<file path="src/hw/rtl/rmsld_pkg.sv">
// Shared constants, payload types and control types for the RMS level detector.
package rmsld_pkg;

  localparam int HISTORY_DEPTH = 600;
  localparam int MAX_BLOCK     = 8192;

  localparam int SAMPLE_W = 16;
  localparam int SQ_W     = 31;
  localparam int SUM_W    = 44;
  localparam int CNT_W    = $clog2(MAX_BLOCK + 1);
  localparam int FRAC_W   = 16;
  localparam int MS_W     = 47;
  localparam int RMS_W    = 24;
  localparam int TOT_W    = 34;
  localparam int RUN_W    = 8;

  localparam int POS_W  = (HISTORY_DEPTH > 1) ? $clog2(HISTORY_DEPTH) : 1;
  localparam int HIST_W = $clog2(HISTORY_DEPTH + 1);
  localparam int PROD_W = RMS_W + HIST_W;
  localparam int CMP_W  = (PROD_W > TOT_W) ? PROD_W : TOT_W;

  localparam int DVD_W      = SUM_W + FRAC_W;
  localparam int DVS_W      = (CNT_W > HIST_W) ? CNT_W : HIST_W;
  localparam int DIV_ITER_W = $clog2(DVD_W + 1);

  localparam int RAD_W     = 2 * RMS_W;
  localparam int REM_W     = RMS_W + 2;
  localparam int SQ_ITER_W = $clog2(RMS_W + 1);

  // window average as a reciprocal multiply, exact for any ring total below 2**TOT_W
  localparam int AVG_SH     = TOT_W + $clog2(HISTORY_DEPTH);
  localparam int RCP_W      = TOT_W + 1;
  localparam int AVG_HALF_W = (TOT_W + 1) / 2;
  localparam int AVG_PP_W   = AVG_HALF_W + RCP_W;
  localparam int AVG_ACC_W  = 2 * AVG_HALF_W + RCP_W;
  localparam logic [RCP_W-1:0] AVG_RECIP =
    RCP_W'(((64'd1 << AVG_SH) + 64'(HISTORY_DEPTH) - 64'd1) / 64'(HISTORY_DEPTH));

  localparam logic [RMS_W-1:0] LEVEL_BASELINE = RMS_W'(20480);
  localparam logic [TOT_W-1:0] RING_RESET_TOTAL =
    TOT_W'(64'(HISTORY_DEPTH) * 64'(20480));
  localparam logic [RUN_W-1:0] RUN_MAX = '1;

  typedef struct packed {
    logic signed [SAMPLE_W-1:0] sample;
    logic                       block_end;
  } in_data_t;

  typedef struct packed {
    logic [RMS_W-1:0] rms_level;
    logic [RMS_W-1:0] window_average;
    logic             above_average;
    logic [RUN_W-1:0] run_length;
  } out_data_t;

  typedef struct packed {
    logic rd_en;
    logic upd_en;
  } ring_ctl_t;

  typedef struct packed {
    logic             above;
    logic [RUN_W-1:0] run_length;
  } ring_res_t;

  typedef enum logic [3:0] {
    ST_RUN,
    ST_DRAIN,
    ST_DIV_MS,
    ST_WAIT_MS,
    ST_AVG_HI,
    ST_AVG_LO,
    ST_WAIT_SQ,
    ST_RING_RD,
    ST_RING_UPD
  } state_t;

endpackage

</file>
<file path="src/hw/rtl/rmsld_sqrt.sv">
// Bit-serial integer square root, one root bit per cycle.
module rmsld_sqrt
  import rmsld_pkg::*;
(
  input  logic             clk,
  input  logic             rst_n,
  input  logic             start,
  input  logic [MS_W-1:0]  radicand,
  output logic             busy,
  output logic [RMS_W-1:0] root
);

  logic                 busy_r;
  logic [SQ_ITER_W-1:0] cnt_r;
  logic [RAD_W-1:0]     rad_r;
  logic [REM_W-1:0]     rem_r;
  logic [RMS_W-1:0]     root_r;

  logic [REM_W+1:0] rem2;
  logic [REM_W+1:0] trial;
  logic [REM_W+1:0] diff;
  logic             fit;

  assign rem2  = {rem_r, rad_r[RAD_W-1 -: 2]};
  assign trial = (REM_W + 2)'({root_r, 2'b01});
  assign diff  = rem2 - trial;
  assign fit   = rem2 >= trial;

  always_ff @(posedge clk) begin
    if (!rst_n) begin
      busy_r <= 1'b0;
    end else if (start) begin
      busy_r <= 1'b1;
    end else if (busy_r && cnt_r == SQ_ITER_W'(1)) begin
      busy_r <= 1'b0;
    end
  end

  // bring down two radicand bits per step
  always_ff @(posedge clk) begin
    if (start) begin
      rad_r  <= RAD_W'(radicand);
      rem_r  <= '0;
      root_r <= '0;
      cnt_r  <= SQ_ITER_W'(RMS_W);
    end else if (busy_r) begin
      rad_r  <= {rad_r[RAD_W-3:0], 2'b00};
      rem_r  <= fit ? diff[REM_W-1:0] : rem2[REM_W-1:0];
      root_r <= {root_r[RMS_W-2:0], fit};
      cnt_r  <= cnt_r - SQ_ITER_W'(1);
    end
  end

  assign busy = busy_r;
  assign root = root_r;

endmodule

</file>
<file path="config.mk">
export PLATFORM = sky130hd
export DESIGN_NAME = rmsld_sqrt
export DESIGN_NICKNAME = d
export VERILOG_FILES = /design/src/hw/rtl/rmsld_pkg.sv /design/src/hw/rtl/rmsld_sqrt.sv
export SDC_FILE = /design/constraint.sdc
export NUM_CORES = 1
export LEC_CHECK = 0
export ABC_AREA = 1
export BUFFER_PORTS_ARGS = -buffer_cell sky130_fd_sc_hd__buf_2
export CAP_MARGIN = 20
export CORE_UTILIZATION = 55
export DETAILED_ROUTE_END_ITERATION = 10
export PLACE_DENSITY = 0.86
export SLEW_MARGIN = 5
export SYNTH_ARGS = -nofsm -noshare
export SYNTH_HDL_FRONTEND = slang
export SYNTH_SLANG_ARGS = --single-unit
</file>
<file path="constraint.sdc">
create_clock -name clk -period 3.4 [get_ports clk]
set_input_delay 0.17 -clock clk [delete_from_list [all_inputs] [get_ports clk]]
set_output_delay 0.17 -clock clk [all_outputs]
set_load 0.03 [all_outputs]
</file>
==> Word-level counts from Yosys, hierarchy flattened <==
Cells that the tools add are included.
{ "word_totals": {"input_bits": 50, "out_inout_bits": 25, "latchBits": 0, "mem_count": 0, "ff_bits": 104, "mem_bits_ro": 0, "ramBits": 0, "wordCells": 18} }
{ "classes": {"n_reduce_logical": 3, "mul": 0, "n_addsub": 2, "shift": 0, "div_mod_pow": 0, "n_eq_ne": 1, "magnitude_cmp": 1, "bitwise_logic": 0, "n_mux": 5} }
{ "op_table": {"columns": ["cell", "count"], "rows": [
  ["$mux W47", 2],
  ["$ge A28 B26 Y1", 1],
  ["$mux W26", 1],
  ["$sub A26 B26 Y26", 1],
  ["$eq A5 B1 Y1 const B", 1],
  ["$sub A5 B1 Y5 const B", 1],
  ["$reduce_bool A2 Y1", 2],
  ["$mux W1", 2],
  ["$logic_and A1 B1 Y1", 1]
]} }

==> Depth between registers and ports, before layout <==
{ "depth": {"ltp_word": 4, "mapped_depth": 16} }

==> Worst setup path before layout <==
Ideal clock, no wire load.
{ "synth_timing": {"kind": "register to register", "start": "reg busy_r (netlist: busy)", "end": "reg rad_r[0], enable pin", "slack_ns": 0.514, "stages_incl_launch_ff": 5, "arrival_ns": 2.456, "cell_sequence": "dfxtp_1 -> buf_2 -> nor2_1 -> inv_1 -> clkbuf_1"} }
{ "synth_via": {"elab_chain_cells": 1} }
{ "synth_rtl": {"columns": ["element", "line", "source"], "rows": [
  ["start, declared", "rmsld_sqrt.sv:13", "logic busy_r;"],
  ["start signal, assigned", "rmsld_sqrt.sv:31", "busy_r <= 1'b0;"],
  ["start signal, assigned", "rmsld_sqrt.sv:33", "busy_r <= 1'b1;"],
  ["start signal, assigned", "rmsld_sqrt.sv:35", "busy_r <= 1'b0;"],
  ["$reduce_bool A2 Y1 (no source line)", null, null],
  ["end signal, assigned", "rmsld_sqrt.sv:42", "rad_r <= RAD_W'(radicand);"],
  ["end signal, assigned", "rmsld_sqrt.sv:47", "rad_r <= {rad_r[RAD_W-3:0], 2'b00};"],
  ["end, declared", "rmsld_sqrt.sv:15", "logic [RAD_W-1:0] rad_r;"]
]} }
No other way between the ends.
A chain may end at the register's enable or synchronous reset.

==> Final worst setup path <==
{ "layout_timing": {"start": "reg root_r[1] (netlist: root[1])", "end": "reg rem_r[3]"} }
{ "layout_via": {"elab_chain_cells": 2} }
{ "layout_rtl": {"columns": ["element", "line", "source"], "rows": [
  ["start, declared", "rmsld_sqrt.sv:17", "logic [RMS_W-1:0] root_r;"],
  ["start signal, assigned", "rmsld_sqrt.sv:49", "root_r <= {root_r[RMS_W-2:0], fit};"],
  ["$sub A26 B26 Y26 / $ge A28 B26 Y1 (equally long branches)", "rmsld_sqrt.sv:26, rmsld_sqrt.sv:27", null],
  ["$mux W26 (*)", "rmsld_sqrt.sv:48", "rem_r <= fit ? diff[REM_W-1:0] : rem2[REM_W-1:0];"],
  ["end signal, assigned", "rmsld_sqrt.sv:48", null],
  ["end, declared", "rmsld_sqrt.sv:16", "logic [REM_W-1:0] rem_r;"]
]} }
Mark *: on every way between the ends. The rest lies on a longest branch, timed or not.

==> impl_metrics.env <==
export IMPL_clock_path_buffers=2
export IMPL_num_vias=5342
export IMPL_maxSlewViolCount=0
export IMPL_grt_pass1_wl_mm=22.09
export IMPL_crit_type="flop to flop"
export IMPL_start_kind="flop"
export IMPL_synth_avg_cell_area_um2=7.099
export IMPL_drive_above_1_share_pct=13.74
export IMPL_cts_resized=0
export IMPL_cp_end_kind="flop"
export IMPL_hpwl_mm=9.498
export IMPL_max_freq_mhz=418.5
export IMPL_power_leakage_nw=3.594
export IMPL_worstHoldStart="radicand[0]"
export IMPL_rrSetupSlack_ns=1.01
export IMPL_reg2reg_to="rem_r[3]"
export IMPL_finalPower_mw=5.267
export IMPL_peakVddDrop_mv=0.3697
export IMPL_final_setup_viol_count=0
export IMPL_final_common_cell="nand2_1"
export IMPL_start_util_pct=56.65
export IMPL_path_max_fanout=24
export IMPL_synth_compound_area_share_pct=7.763
export IMPL_dr_first_iter_drc_count=344
export IMPL_root_buffer="clkbuf_8"
export IMPL_die_y_um=107.7
export IMPL_num_rows=38
export IMPL_synth_cells=865
export IMPL_firstDrtPassIters=4
export IMPL_crit_arrival_ns=2.72
export IMPL_synth_top_family_by_area="simple AND/OR/NAND/NOR gates"
export IMPL_grt_pass1_vias=5046
export IMPL_cts_sinks=104
export IMPL_maxCapViolations=0
export IMPL_synth_area_mux_share_pct=0
export IMPL_grt_max_degree=55
export IMPL_ys_warn_count=0
export IMPL_ant_nets=0
export IMPL_mostFrequentLayoutCells="361 x nand2_1, 133 x inv_1, 74 x buf_2"
export IMPL_cts_tree="done"
export IMPL_wl_per_cell_um=11.78
export IMPL_grt_overflow=0
export IMPL_drcViolationCount=0
export IMPL_gp_congestion=0.9260
export IMPL_layout_nets=1012
export IMPL_antenna_found_initial=0
export IMPL_whs_path_depth=3
export IMPL_fin_tns_setup_ns=0
export IMPL_synthAdderAreaFrac_pct=5.705
export IMPL_hold_viol=0
export IMPL_reg2reg_depth=12
export IMPL_io_buffers=74
export IMPL_antenna_cells=0
export IMPL_grt_util_all_layers_pct=24.26
export IMPL_drt_wl_total_mm=12.71
export IMPL_power_density_mw_per_mm2=774.5
export IMPL_vias_per_cell=4.951
export IMPL_hold_class="input port to flop"
export IMPL_reg2reg_from="root[1]"
export IMPL_tightestPinTransition_ns=0.8143
export IMPL_synthSimpleGateAreaFrac_pct=32.17
export IMPL_synth_fp_nets=943
export IMPL_path_clk_slew_ns=0.10
export IMPL_grt_setup_unrepaired="false"
export IMPL_max_slew_margin_rel_pct=45.64
export IMPL_post_cts_buffers=0
export IMPL_whs_endpoint="rad_r[0]"
export IMPL_htreeDepth=3
export IMPL_fin_crit_sh_pct=70.28
export IMPL_netlist_area_mm2=0.006141
export IMPL_ys_ff_latch=104
export IMPL_synth_top_area_share_pct=22.98
export IMPL_synth_top_area_cell="edfxtp_1"
export IMPL_synthTopCellsByArea="edfxtp_1 23%, nand2_1 22%, dfxtp_1 19%, inv_1 8.2%, ha_1 5.7%"
export IMPL_die_area_mm2=0.01159
export IMPL_area_growth_pct=10.74
export IMPL_yosysUniqueCellTypes=37
export IMPL_status="finished clean"
export IMPL_clk_latency_ns=0.39
export IMPL_numCtsBuffers=9
export IMPL_core_mm2=0.01084
export IMPL_synthXorXnorAreaFrac_pct=2.139
export IMPL_period_needed_ns=2.389
export IMPL_crit_required_ns=3.74
export IMPL_fp_dieW_um=107.7
export IMPL_boundaryPins=75
export IMPL_skew_ns=0.009361
export IMPL_yosysSeqAreaShare_pct=41.56
[repair_timing]
action / in CTS / in global routing
hold buffers: 1 / 0
endpoints found under the hold margin: 1 / 0
setup endpoints to repair: 0 / 0
[metrics by stage]
stage	hold slack [ns]	cells	instance area (um^2)	util [%]	setup slack, ns
detailed placement	0.4102	1062	6606	60.94	0.9918
floorplan	0.3103	865	6141	-	0.5136
CTS	0.009909	1079	6800	62.73	0.9873
global route	0.01654	1079	6800	62.73	0.7957
global placement	0.4014	1062	6606	60.94	1.059
finish	0.02838	1079	6800	62.73	1.011
[cells by family (layout without fill, tap and decap cells)]
logic type | count (synthesis) | in the layout
buf+inv | 162 | 236
fa+ha+maj | 28 | 28
compound gates | 80 | 80
simple gates | 476 | 476
flops | 104 | 104
xor+xnor | 15 | 15
[worst max path at each step]
stage               cells past startpoint  slack, ns      from  endpoint
detailed placement                     11       0.99   root[1]  rem_r[1]
global placement                       11       1.06   root[1]  rem_r[1]
floorplan                               4       0.51      busy  rad_r[0]
CTS                                    14       0.99  root[21]  rem_r[6]
finish                                 12       1.01   root[1]  rem_r[3]
global route                           14       0.80  root[19]  rem_r[6]
[cell usage after synthesis (all sizes together)]
cell    number
nor3b        1
o21ai       20
nand2      371
inv        137
o22ai       24
edfxtp      47
nand3       35
o21bai       1
a21oi       27
xnor2       13
ha          28
dfxtp       57
a21o         1
nand4       11
xor2         2
nor3         5
or2          1
nor2        50
nand3b       2
clkbuf      17
buf          8
o211ai       7
[area by class of cell]
class | instances | area, um^2
clock inverters | 6 | 56.30
multi-input cells | 599 | 2934
well taps | 140 | 175.2
repair buffers | 83 | 440.4
clock buffers | 10 | 127.6
fillers | 975 | 4040
inverters | 137 | 514.2
flip-flops and latches | 104 | 2552
[critical path, stage by stage (launching register included)]
cell and delay, ns:
dfxtp_1 0.34, inv_1 0.07, ha_1 0.38, a21oi_1 0.16, nand2_1 0.15, nand2_1 0.12
nand3_2 0.13, nand2_2 0.13, nand3_4 0.25, buf_4 0.31, a21oi_1 0.14, o21ai_1 0.09
nand2_1 0.06
[where the power goes]
part           internal [mW]  switching (mW)  leakage [nW]
sequential              1.47          0.0844         0.948
clock                  0.285           0.455        0.0917
combinational           1.01            1.97          2.55
[state kept, by name (all words and copies together) (netlist names)]
signal / count
rem_r: 26
busy: 1
root: 24
cnt_r: 5
rad_r: 48
[routing by layer]
metal	share of wire, %	global-route usage, %
met5	0	0
met3	5.2	6.235
met1	45	30.18
met2	47	40.20
met4	2.1	9.295
No activity file was read; power rests on OpenSTA's default activity.
