**src/hw/rtl/rmsld_pkg.sv**
```systemverilog
// Shared constants, payload types and control types for the RMS level detector.
package rmsld_pkg;

  localparam int HISTORY_DEPTH = 600;
  localparam int MAX_BLOCK     = 8192;

  localparam int SAMPLE_W = 16;
  localparam int SQ_W     = 31;
  localparam int SUM_W    = 44;
  localparam int CNT_W    = $clog2(MAX_BLOCK + 1);
  localparam int FRAC_W   = 16;
  localparam int MS_W     = 47;
  localparam int RMS_W    = 24;
  localparam int TOT_W    = 34;
  localparam int RUN_W    = 8;

  localparam int POS_W  = (HISTORY_DEPTH > 1) ? $clog2(HISTORY_DEPTH) : 1;
  localparam int HIST_W = $clog2(HISTORY_DEPTH + 1);
  localparam int PROD_W = RMS_W + HIST_W;
  localparam int CMP_W  = (PROD_W > TOT_W) ? PROD_W : TOT_W;

  localparam int DVD_W      = SUM_W + FRAC_W;
  localparam int DVS_W      = (CNT_W > HIST_W) ? CNT_W : HIST_W;
  localparam int DIV_ITER_W = $clog2(DVD_W + 1);

  localparam int RAD_W     = 2 * RMS_W;
  localparam int REM_W     = RMS_W + 2;
  localparam int SQ_ITER_W = $clog2(RMS_W + 1);

  // window average as a reciprocal multiply, exact for any ring total below 2**TOT_W
  localparam int AVG_SH     = TOT_W + $clog2(HISTORY_DEPTH);
  localparam int RCP_W      = TOT_W + 1;
  localparam int AVG_HALF_W = (TOT_W + 1) / 2;
  localparam int AVG_PP_W   = AVG_HALF_W + RCP_W;
  localparam int AVG_ACC_W  = 2 * AVG_HALF_W + RCP_W;
  localparam logic [RCP_W-1:0] AVG_RECIP =
    RCP_W'(((64'd1 << AVG_SH) + 64'(HISTORY_DEPTH) - 64'd1) / 64'(HISTORY_DEPTH));

  localparam logic [RMS_W-1:0] LEVEL_BASELINE = RMS_W'(20480);
  localparam logic [TOT_W-1:0] RING_RESET_TOTAL =
    TOT_W'(64'(HISTORY_DEPTH) * 64'(20480));
  localparam logic [RUN_W-1:0] RUN_MAX = '1;

  typedef struct packed {
    logic signed [SAMPLE_W-1:0] sample;
    logic                       block_end;
  } in_data_t;

  typedef struct packed {
    logic [RMS_W-1:0] rms_level;
    logic [RMS_W-1:0] window_average;
    logic             above_average;
    logic [RUN_W-1:0] run_length;
  } out_data_t;

  typedef struct packed {
    logic rd_en;
    logic upd_en;
  } ring_ctl_t;

  typedef struct packed {
    logic             above;
    logic [RUN_W-1:0] run_length;
  } ring_res_t;

  typedef enum logic [3:0] {
    ST_RUN,
    ST_DRAIN,
    ST_DIV_MS,
    ST_WAIT_MS,
    ST_AVG_HI,
    ST_AVG_LO,
    ST_WAIT_SQ,
    ST_RING_RD,
    ST_RING_UPD
  } state_t;

endpackage

```
**src/hw/rtl/rmsld_div.sv**
```systemverilog
// Bit-serial restoring divider, one quotient bit per cycle.
module rmsld_div
  import rmsld_pkg::*;
(
  input  logic             clk,
  input  logic             rst_n,
  input  logic             start,
  input  logic [DVD_W-1:0] dividend,
  input  logic [DVS_W-1:0] divisor,
  output logic             busy,
  output logic [DVD_W-1:0] quotient
);

  logic                  busy_r;
  logic [DIV_ITER_W-1:0] cnt_r;
  logic [DVS_W-1:0]      rem_r;
  logic [DVS_W-1:0]      dvs_r;
  logic [DVD_W-1:0]      quo_r;

  logic [DVS_W:0] trial;
  logic [DVS_W:0] diff;
  logic           fit;

  assign trial = {rem_r, quo_r[DVD_W-1]};
  assign diff  = trial - {1'b0, dvs_r};
  assign fit   = trial >= {1'b0, dvs_r};

  always_ff @(posedge clk) begin
    if (!rst_n) begin
      busy_r <= 1'b0;
    end else if (start) begin
      busy_r <= 1'b1;
    end else if (busy_r && cnt_r == DIV_ITER_W'(1)) begin
      busy_r <= 1'b0;
    end
  end

  // shift the dividend out at the top, the quotient in at the bottom
  always_ff @(posedge clk) begin
    if (start) begin
      quo_r <= dividend;
      rem_r <= '0;
      dvs_r <= divisor;
      cnt_r <= DIV_ITER_W'(DVD_W);
    end else if (busy_r) begin
      rem_r <= fit ? diff[DVS_W-1:0] : trial[DVS_W-1:0];
      quo_r <= {quo_r[DVD_W-2:0], fit};
      cnt_r <= cnt_r - DIV_ITER_W'(1);
    end
  end

  assign busy     = busy_r;
  assign quotient = quo_r;

endmodule

```
**config.mk**
```make
export PLATFORM = sky130hd
export DESIGN_NAME = rmsld_div
export DESIGN_NICKNAME = d
export VERILOG_FILES = /design/src/hw/rtl/rmsld_pkg.sv /design/src/hw/rtl/rmsld_div.sv
export SDC_FILE = /design/constraint.sdc
export NUM_CORES = 1
export LEC_CHECK = 0
export ABC_AREA = 1
export BUFFER_PORTS_ARGS = -buffer_cell sky130_fd_sc_hd__buf_2
export CAP_MARGIN = 10
export CORE_ASPECT_RATIO = 2
export CORE_MARGIN = 1.5
export CORE_UTILIZATION = 35
export CTS_CLUSTER_DIAMETER = 80
export DETAILED_ROUTE_END_ITERATION = 10
export HOLD_SLACK_MARGIN = 0.15
export SLEW_MARGIN = 5
export SYNTH_ARGS = -nofsm -noshare
export SYNTH_HDL_FRONTEND = slang
export SYNTH_SLANG_ARGS = --single-unit
```
**constraint.sdc**
```tcl
create_clock -name clk -period 6 [get_ports clk]
set_input_delay 0.6 -clock clk [delete_from_list [all_inputs] [get_ports clk]]
set_output_delay 0.6 -clock clk [all_outputs]
set_load 0.05 [all_outputs]
```
# == Word level (Yosys, flattened, before mapping) ==
# Cells that the tools add are included.
# Widths: inputs -> output; s select.
# word_totals
reg_bits,95
input_bits,77
out_inout_bits,61
elab_cells,17
# op_classes
add_sub_neg,2
n_lt_le_gt_ge,1
n_eq_ne,1
mux,5
n_reduce_logical,3
# op_table
cell,n
$mux 60,2
$ge 15x14->1,1
$mux 14,1
$sub 14x14->14,1
$eq 6x1->1 const B,1
$sub 6x1->6 const B,1
$reduce_bool 2->1,2
$mux 1,2
$logic_and 1x1->1,1

# == Logic depth before layout (Yosys ltp) ==
# Gate-level depths: netlist of the first run.
# logic_depth
depth_word,4
ltp_mapped,15
mapped_depth_nobuf,14

# == Least setup slack after synthesis of the first run ==
# OpenSTA, ideal clock, no wires.
# synth_timing
path_type,register -> register
from,register busy_r (netlist: busy)
to,register quo_r[0] (netlist: quotient[0]) (enable)
setup_time_ps,416
t_arrival_ps,2107
required_ps,5584
path_slack_ps,3476
stages_incl_launch_ff,3
path_buffers,0
period_less_slack_ps,2524
path_cell_list,dfxtp_1 -> nor2_1 -> inv_1
# synth_via
elab_chain_len,1
# synth_rtl
element,line_no,text
from (decl),rmsld_div.sv:14,logic busy_r;
from (signal assigned),rmsld_div.sv:30,busy_r <= 1'b0;
from (signal assigned),rmsld_div.sv:32,busy_r <= 1'b1;
from (signal assigned),rmsld_div.sv:34,busy_r <= 1'b0;
$reduce_bool 2->1 (no line),--,
to (signal assigned),rmsld_div.sv:41,quo_r <= dividend;
to (signal assigned),rmsld_div.sv:47,"quo_r <= {quo_r[DVD_W-2:0], fit};"
to (decl),rmsld_div.sv:18,logic [DVD_W-1:0] quo_r;
# Every way passes these cells.
# A chain may end at the register's enable or synchronous reset.

# == Final worst setup path of the first run ==
# layout_timing
from,input start
to,register quo_r[16] (netlist: quotient[16]) (enable)
# layout_via
elab_chain_len,1
# layout_rtl
element,line_no,text
from (decl),rmsld_div.sv:7,"input logic start,"
$reduce_bool 2->1 (no line),--,
# Every way passes these cells.

==> impl_metrics.tcl, run 1 <==
set metrics [dict create \
    io_pins 138 \
    power.switching_mw 0.562 \
    first_pass_iters 5 \
    start_kind "primary input" \
    io_buffers 137 \
    combPwrFrac 0.212 \
    yosys-top-cells-count "nand2_1 (278), edfxtp_1 (74), inv_1 (65), nand3_1 (36), dfxtp_1 (21)" \
    clkSinkCount 95 \
    worstMarginPinSlew_ps 1060 \
    fillers 1481 \
    cts-root-buf "clkbuf_16" \
    cp_data_arrival_time_ps 2420 \
    antenna_found_initial 0 \
    rows 62 \
    cts-resized-gates 0 \
    postCtsHoldBufs 0 \
    start_util 0.355 \
    rsz0062_at_grt "no" \
    ys_types 36 \
    synth-seq-cells 95 \
    avgSynthCellArea_um2 8.40 \
    ff_latch_area_mm2 0.00264 \
    grt_pass1_vias 4525 \
    syn2layout_area_growth_pct 22.0 \
    drv_cap 0 \
    p_leak_nw 3.14 \
    ctsHtreeMaxLevel 3 \
    synth_fa_ha_area_frac 0.0459 \
    grt_max_degree 67 \
    synth_compound_area_frac 0.0242 \
    drt-total-wl_um 12800 \
    numCtsBuffers 9 \
    drc 0 \
    dieWidth_um 88.1 \
    synthSimpleGateAreaFrac 0.326 \
    vias_per_cell 4.61 \
    core-area_mm2 0.0143 \
    grt_overflow_total 0 \
    slew_headroom 0.291 \
    skew_ps 11.4 \
    dp.final_hpwl_um 9950 \
    crit_type "primary input to register" \
    synth_ff_type "edfxtp_1" \
    postLayoutCellArea_mm2 0.00619 \
    syn_nets 699 \
    syn-instance-count 604 \
    place.gp.congestion 0.874 \
    multi_input_area_mm2 0.00205 \
    hold_class "primary input to register" \
    setup_violations 0 \
    postCtsSetupBuffers 0 \
    end_kind "register" \
    muxShareOfSynthArea 0 \
    path_clk_slew_ps 70 \
    yosysTopAreaCell "edfxtp_1" \
    grt_pass1_wl_um 20800 \
    cp.required_ps 5990 \
    p_per_area_mw_per_mm2 277 \
    drive_gt1_frac 0.266 \
    via_count 4296 \
    p_int_mw 1.15 \
    finalCriticalPeriod_ps 2430 \
    fmax_mhz 412 \
    cts_tree "built" \
    period_share 0.405 \
    synth_area_leaders "edfxtp_1 (44%), nand2_1 (21%), dfxtp_1 (8.3%), inv_1 (4.8%), ha_1 (4.2%)" \
    clockBufferDepth 2 \
    grtUsageTotal 0.175 \
    yosysWarnings 0 \
    synth_seq_area_share 0.521 \
    dpl_cell_area_mm2 0.00591 \
    status "finished, final reports clean" \
    vdd_drop_max_v 0.000220 \
    fin_setup_tns_ps 0 \
    drt_iter0_markers 244 \
    syn_area_mm2 0.00507 \
    drv_slew 0 \
    swShare 0.328 \
    synth_top_family_by_area "simple AND/OR/NAND/NOR gates" \
    path_max_fanout 34 \
    synth_xor_area_frac 0.00863 \
    hold_violations 0 \
    die_area_mm2 0.0153 \
    synth_top_area_share 0.438 \
    clk_latency_ps 350 \
    ys_async_sr_fraction 0 \
    yosysMostFrequentCell "nand2_1" \
    seqPwrFrac 0.470 \
    finalNetCount 830 \
    postRouteAntennaNets 0 \
    antenna_cells 0 \
    die-height_um 173 \
    wire_per_inst_um 13.7 \
    synth_edf_count 74 \
    pwr-share-clk 0.318 \
]
placed cells by master, fill, tap and decap left out, types with 8 or more instances in the layout:
master     instances
nand3b_1           8
nand2_1          278
clkbuf_16          9
buf_2            137
nor2_1            16
inv_2              8
dfxtp_1           21
ha_1              17
nand2_2           12
edfxtp_1          74
inv_1             63
nand3_1           36
metrics by stage:
stage           util  std cells  setup slack (ps)  power, mW  hold WS [ps]
2_1_floorplan      -        604              3480       1.08           444
3_3_place_gp   0.414        916              3200       1.18           459
3_5_place_dp   0.414        916              3160       1.19           463
4_1_cts        0.434        932              3530       1.73           412
5_1_grt        0.434        932              3390       1.79           415
6_report       0.434        932              3570       1.71           422
final timing paths:
check / depth (start not counted) / slack (ps) / startpoint / endpoint
hold / removal: 1 / 420 / divisor[1] / dvs_r[1]$_DFFE_PP_
setup / recovery: 5 / 3570 / start / quotient[16]$_DFFE_PP_
setup reg to reg: 12 / 3820 / dvs_r[12]$_DFFE_PP_ / rem_r[3]$_SDFFE_PP0P_
hold reg to reg: 2 / 470 / rem_r[9]$_SDFFE_PP0P_ / rem_r[9]$_SDFFE_PP0P_
cells by family after synthesis:
kind of cell,Yosys count
xor+xnor,5
simple gates,376
buf+inv,91
flops,95
fa+ha+maj,18
compound gates,19
worst max-delay path: stages:
cell    delay (ps)
buf_2          520
nor2_1          80
buf_4          200
inv_2          470
buf_4          510
area by class of cell:
class,instances,share of cell area
flip-flops and latches,95,0.427
multi-input cells,418,0.331
inverters,71,0.0431
clock buffers,9,0.0364
clock inverters,7,0.00910
well taps,192,0.0388
repair buffers,140,0.114
metal layers:
layer | wire [um] | share of wire | GRT usage | vias to the layer above
met4 | 462 | 0.036 | 0.0924 | 0
met1 | 4760 | 0.37 | 0.185 | 1964
li1 | - | - | - | 2177
met3 | 535 | 0.042 | 0.0262 | 28
met2 | 7010 | 0.55 | 0.321 | 127
met5 | 0 | 0 | 0 | -
registers in the layout, summed over array words and instances (netlist names):
signal / count
dvs_r: 14
rem_r: 14
busy: 1
quotient: 60
cnt_r: 6
power groups by stage:
stage | Clock, mW | Combinational, mW | Sequential (mW)
2_1_floorplan | 0 | 0.115 | 0.965
3_3_place_gp | 0 | 0.362 | 0.818
3_5_place_dp | 0 | 0.367 | 0.818
4_1_cts | 0.559 | 0.367 | 0.806
5_1_grt | 0.584 | 0.391 | 0.812
6_report | 0.545 | 0.363 | 0.806
Power figures use the tool's default switching activity.
==> inputs of run 2 (changes only) <==
clock period = 2 ns   (was 6 ns; I/O delays follow)
==> impl_metrics.tcl, run 2 (synthesized netlist as in run 1, its figures left out) <==
set metrics [dict create \
    power.switching_mw 1.71 \
    clk_latency_ps 350 \
    postRouteAntennaNets 0 \
    cp_data_arrival_time_ps 2120 \
    seqPwrFrac 0.427 \
    start_kind "register" \
    grt_pass1_vias 4777 \
    cts-root-buf "clkbuf_16" \
    setup_violations 0 \
    finalCriticalPeriod_ps 1890 \
    grt_overflow_total 0 \
    drive_gt1_frac 0.266 \
    numCtsBuffers 9 \
    cp.required_ps 2230 \
    drt_iter0_markers 304 \
    io_buffers 137 \
    die-height_um 173 \
    antenna_cells 0 \
    rows 62 \
    dpl_cell_area_mm2 0.00599 \
    first_pass_iters 6 \
    end_kind "register" \
    vias_per_cell 4.63 \
    final_cell_mix "nand2_1 (275), buf_2 (137), edfxtp_1 (74)" \
    ctsHtreeMaxLevel 3 \
    grt_max_degree 67 \
    rsz0062_at_grt "yes" \
    path_max_fanout 15 \
    combPwrFrac 0.223 \
    status "finished, final reports clean" \
    place_ws_ps 65.4 \
    dieWidth_um 88.1 \
    drt-total-wl_um 14700 \
    path_clk_slew_ps 70 \
    hold_violations 0 \
    start_util 0.355 \
    setup_slack_ps 108 \
    crit_type "register to register" \
    largest_register_ffs 60 \
    syn2layout_area_growth_pct 42.5 \
    final_common_cell "nand2_1" \
    postLayoutCellArea_mm2 0.00723 \
    drv_cap 0 \
    skew_ps 12.4 \
    p_per_area_mw_per_mm2 784 \
    grtUsageTotal 0.199 \
    slew_headroom 0.545 \
    drc 0 \
    vdd_drop_max_v 0.000674 \
    placedCellCount 920 \
    drv_slew 0 \
    clockBufferDepth 2 \
    fmax_mhz 529 \
    hold_class "primary input to register" \
    dp.final_hpwl_um 10300 \
    die_area_mm2 0.0153 \
    finalNetCount 910 \
    wire_per_inst_um 14.6 \
    place.gp.congestion 0.991 \
    instances_no_fill 1012 \
    swShare 0.301 \
    via_count 4689 \
    io_pins 138 \
    clkSinkCount 95 \
    worstMarginPinSlew_ps 683 \
    core-area_mm2 0.0143 \
    grt_pass1_wl_um 23100 \
    p_leak_nw 3.53 \
    period_share 0.946 \
    cts_tree "built" \
    power.total_mw 5.67 \
    p_int_mw 3.96 \
    pwr-share-clk 0.351 \
    antenna_found_initial 0 \
]
[run 2: per-stage QoR]
step	util	hold slack [ps]	setup TNS (ps)
2_1_floorplan	-	299	0
3_3_place_gp	0.419	377	0
3_5_place_dp	0.419	378	0
4_1_cts	0.496	152	0
5_1_grt	0.507	183	-67.8
6_report	0.507	172	0
[run 2: final cells by class]
cell class	count	area, um^2
clock buffers	14	318
clock inverters	2	38.8
fillers	1343	7040
inverters	71	270
multi-input cells	418	2170
flip-flops and latches	95	2640
well taps	192	240
repair buffers	220	1550
[run 2: path summary, 6_finish.rpt]
check / start / to / slack (ps) / cells after the start
worst max register to register: dvs_r[13]$_DFFE_PP_ / rem_r[3]$_SDFFE_PP0P_ / 110 / 11
worst min register to register: rem_r[12]$_SDFFE_PP0P_ / rem_r[12]$_SDFFE_PP0P_ / 480 / 2
worst max-delay path: dvs_r[13]$_DFFE_PP_ / rem_r[3]$_SDFFE_PP0P_ / 110 / 11
worst min-delay path: dividend[46] / quotient[46]$_DFFE_PP_ / 170 / 3
[run 2: critical path: stages, from the launching register on]
cell      delay (ps)
edfxtp_1         330
inv_1             40
ha_1             300
inv_1             90
nor2_4           140
nand2_1           70
nor3_1           180
nand2_1          130
nand3_4          260
nand2_1           90
nand3_1           70
o21ai_0           70
[run 2: power by group through the flow]
stage / logic (mW) / registers (mW) / clock network [mW]
3_3_place_gp: 1.11 / 2.45 / 0
6_report: 1.26 / 2.42 / 1.99
3_5_place_dp: 1.12 / 2.46 / 0
2_1_floorplan: 0.346 / 2.89 / 0
4_1_cts: 1.23 / 2.42 / 2.03
5_1_grt: 1.35 / 2.44 / 2.09
[run 2: what timing repair did]
| item | CTS | global route |
|---|---|---|
| hold buffers | 73 | 0 |
| resized for setup | 0 | 19 |
| setup endpoints to repair | 0 | 12 |
| setup buffers | 0 | 2 |
| endpoints found under the hold margin | 73 | 0 |
[run 2: per-layer routing]
metal	global-route usage	share of wire	wire, um
met1	0.204	0.35	5100
met2	0.359	0.55	8070
met3	0.0357	0.048	702
met4	0.120	0.058	858
met5	0	0	0
==> inputs of run 3 (changes only) <==
ABC_AREA = 0   (was 1)
REMOVE_ABC_BUFFERS = 1   (was unset)
==> impl_metrics.tcl, run 3 <==
set metrics [dict create \
    status "finished with violations" \
    violations "negative setup slack" \
    setup_slack_ps -404 \
    p_per_area_mw_per_mm2 836 \
    drv_cap 0 \
    yosysWarnings 0 \
    yosysTopAreaCell "edfxtp_1" \
    numCtsBuffers 9 \
    antenna_found_initial 0 \
    start_util 0.355 \
    ys_async_sr_fraction 0 \
    fin_setup_tns_ps -4240 \
    combPwrFrac 0.260 \
    avgSynthCellArea_um2 12.9 \
    die_area_mm2 0.0143 \
    die-height_um 168 \
    finalNetCount 666 \
    vias_per_cell 5.09 \
    rr_worst_depth 7 \
    finalCriticalPeriod_ps 2400 \
    cp.required_ps 2090 \
    yosys-top-cells-count "edfxtp_1 (74), mux2_2 (60), inv_1 (25), dfxtp_1 (21), ha_1 (17)" \
    rsz0062_at_grt "yes" \
    synth_ff_type "edfxtp_1" \
    ys_types 54 \
    swShare 0.316 \
    io_buffers 137 \
    cp_data_arrival_time_ps 2500 \
    cts-root-buf "clkbuf_16" \
    seqPwrFrac 0.431 \
    grt_pass1_vias 3970 \
    syn-instance-count 366 \
    dpl_cell_area_mm2 0.00594 \
    drt_iter0_markers 127 \
    grtUsageTotal 0.164 \
    synth_edf_count 74 \
    drive_gt1_frac 0.547 \
    hold_class "primary input to register" \
    largest_register_ffs 60 \
    hold_depth 2 \
    yosysMostFrequentCell "edfxtp_1" \
    postRouteAntennaNets 0 \
    clockBufferDepth 2 \
    dp.final_hpwl_um 8600 \
    synth_seq_area_share 0.558 \
    worstReg2RegEnd "quotient[0]$_DFFE_PP_" \
    vdd_drop_max_v 0.000750 \
    wire_per_inst_um 16.2 \
    synth_area_leaders "edfxtp_1 (47%), mux2_2 (14%), dfxtp_1 (8.9%), ha_1 (4.5%), inv_1 (2.0%)" \
    dieWidth_um 85.3 \
    synth-seq-cells 95 \
    p_leak_nw 2.86 \
    final_cell_mix "buf_2 (136), edfxtp_1 (74), mux2_2 (60)" \
    hold_violations 0 \
    rows 60 \
    postLayoutCellArea_mm2 0.00677 \
    power.switching_mw 1.79 \
    grt_overflow_total 0 \
    period_share 1.20 \
    syn2layout_area_growth_pct 42.9 \
    grt_pass1_wl_um 18600 \
    path_max_fanout 5 \
    synth_top_area_share 0.469 \
    clkSinkCount 95 \
    slew_headroom 0.375 \
    grt_max_degree 61 \
    io_pins 138 \
    start_kind "register" \
    whs_endpoint "quotient[41]$_DFFE_PP_" \
    crit_type "register to register" \
    drv_slew 0 \
    place.gp.congestion 0.910 \
    worstMarginPinSlew_ps 935 \
    regToRegSetupSlack_ps -400 \
    drt-total-wl_um 11800 \
    ctsHtreeMaxLevel 3 \
    pwr-share-clk 0.309 \
    path_clk_slew_ps 70 \
    cts_tree "built" \
    drc 0 \
    antenna_cells 0 \
    clk_latency_ps 340 \
    setup_violations 15 \
    p_int_mw 3.87 \
    fmax_mhz 416 \
    skew_ps 10.3 \
    end_kind "register" \
    first_pass_iters 4 \
    final_common_cell "buf_2" \
    timing.rr.start "dvs_r[8]$_DFFE_PP_" \
    via_count 3722 \
    hp-start "dividend[41]" \
    core-area_mm2 0.0134 \
    syn_area_mm2 0.00474 \
]
run 3: changes by cell type after synthesis, sizes merged, moves of 8 or more:
| cell | delta |
|---|---|
| nand3 | -34 |
| nand2 | -282 |
| mux2 | +60 |
| nand2b | +8 |
| inv | -46 |
run 3: layout make-up:
| class | count | area, um^2 |
|---|---|---|
| Inverter | 25 | 93.8 |
| Clock inverter | 6 | 67.6 |
| Tap cell | 155 | 194 |
| Fill cell | 1172 | 6590 |
| Clock buffer | 10 | 229 |
| Sequential cell | 95 | 2640 |
| Multi-Input combinational cell | 230 | 2200 |
| Timing Repair Buffer | 210 | 1340 |
run 3: through the flow:
stage	util	power (mW)	hold slack [ps]	instances	setup slack [ps]
finish	0.507	5.66	158	731	-404
global route	0.507	5.88	153	731	-499
CTS	0.483	5.61	152	725	-349
detailed placement	0.445	3.82	378	693	-444
global placement	0.445	3.80	377	693	-390
floorplan	-	3.35	265	350	-917
run 3: per-layer routing:
layer,global-route usage,part of all wire
met1,0.176,0.37
met2,0.302,0.56
met3,0.0286,0.045
met4,0.0842,0.027
met5,0,0
run 3: power groups by stage:
stage                     clock [mW]  combinational, mW  sequential (mW)
after global routing            1.85               1.56             2.46
after CTS                       1.77               1.39             2.44
after global placement             0               1.33             2.47
final                           1.75               1.47             2.44
after detailed placement           0               1.35             2.48
after floorplan                    0              0.426             2.93
run 3: logic make-up (layout without fill, tap and decap cells):
family          count (synthesis)  after routing  share of synthesized area
xor+xnor                       11             11                     0.0203
buf+inv                        41            251                     0.0375
mux                            63             63                      0.149
simple gates                   73             73                     0.0832
compound gates                 65             65                      0.103
flops                          95             95                      0.558
fa+ha+maj                      18             18                     0.0491
run 3: worst max-delay path: stages, from the launching register on:
cell	delay, ps
edfxtp_1	390
inv_2	80
ha_4	190
a211o_1	310
a2111oi_4	380
nor4_4	110
or3_4	430
mux2_2	280
run 3: timing repair:
item	4_1_cts	5_1_grt
gates resized for setup	12	56
pin swaps	4	24
hold buffers	16	0
buffers inserted	0	5
gates cloned	0	1
hold endpoints to repair	16	0
setup endpoints to repair	15	15
run 3: worst max-delay path by stage:
stage	start	slack (ps)	end	cells past startpoint
6_report	dvs_r[8]$_DFFE_PP_	-400	quotient[0]$_DFFE_PP_	7
5_1_grt	dvs_r[8]$_DFFE_PP_	-500	quotient[0]$_DFFE_PP_	7
4_1_cts	dvs_r[8]$_DFFE_PP_	-350	quotient[0]$_DFFE_PP_	7
3_5_place_dp	dvs_r[8]$_DFFE_PP_	-440	quotient[0]$_DFFE_PP_	7
3_3_place_gp	dvs_r[8]$_DFFE_PP_	-390	quotient[0]$_DFFE_PP_	7
2_1_floorplan	busy$_SDFFE_PN0P_	-920	quotient[0]$_DFFE_PP_	2
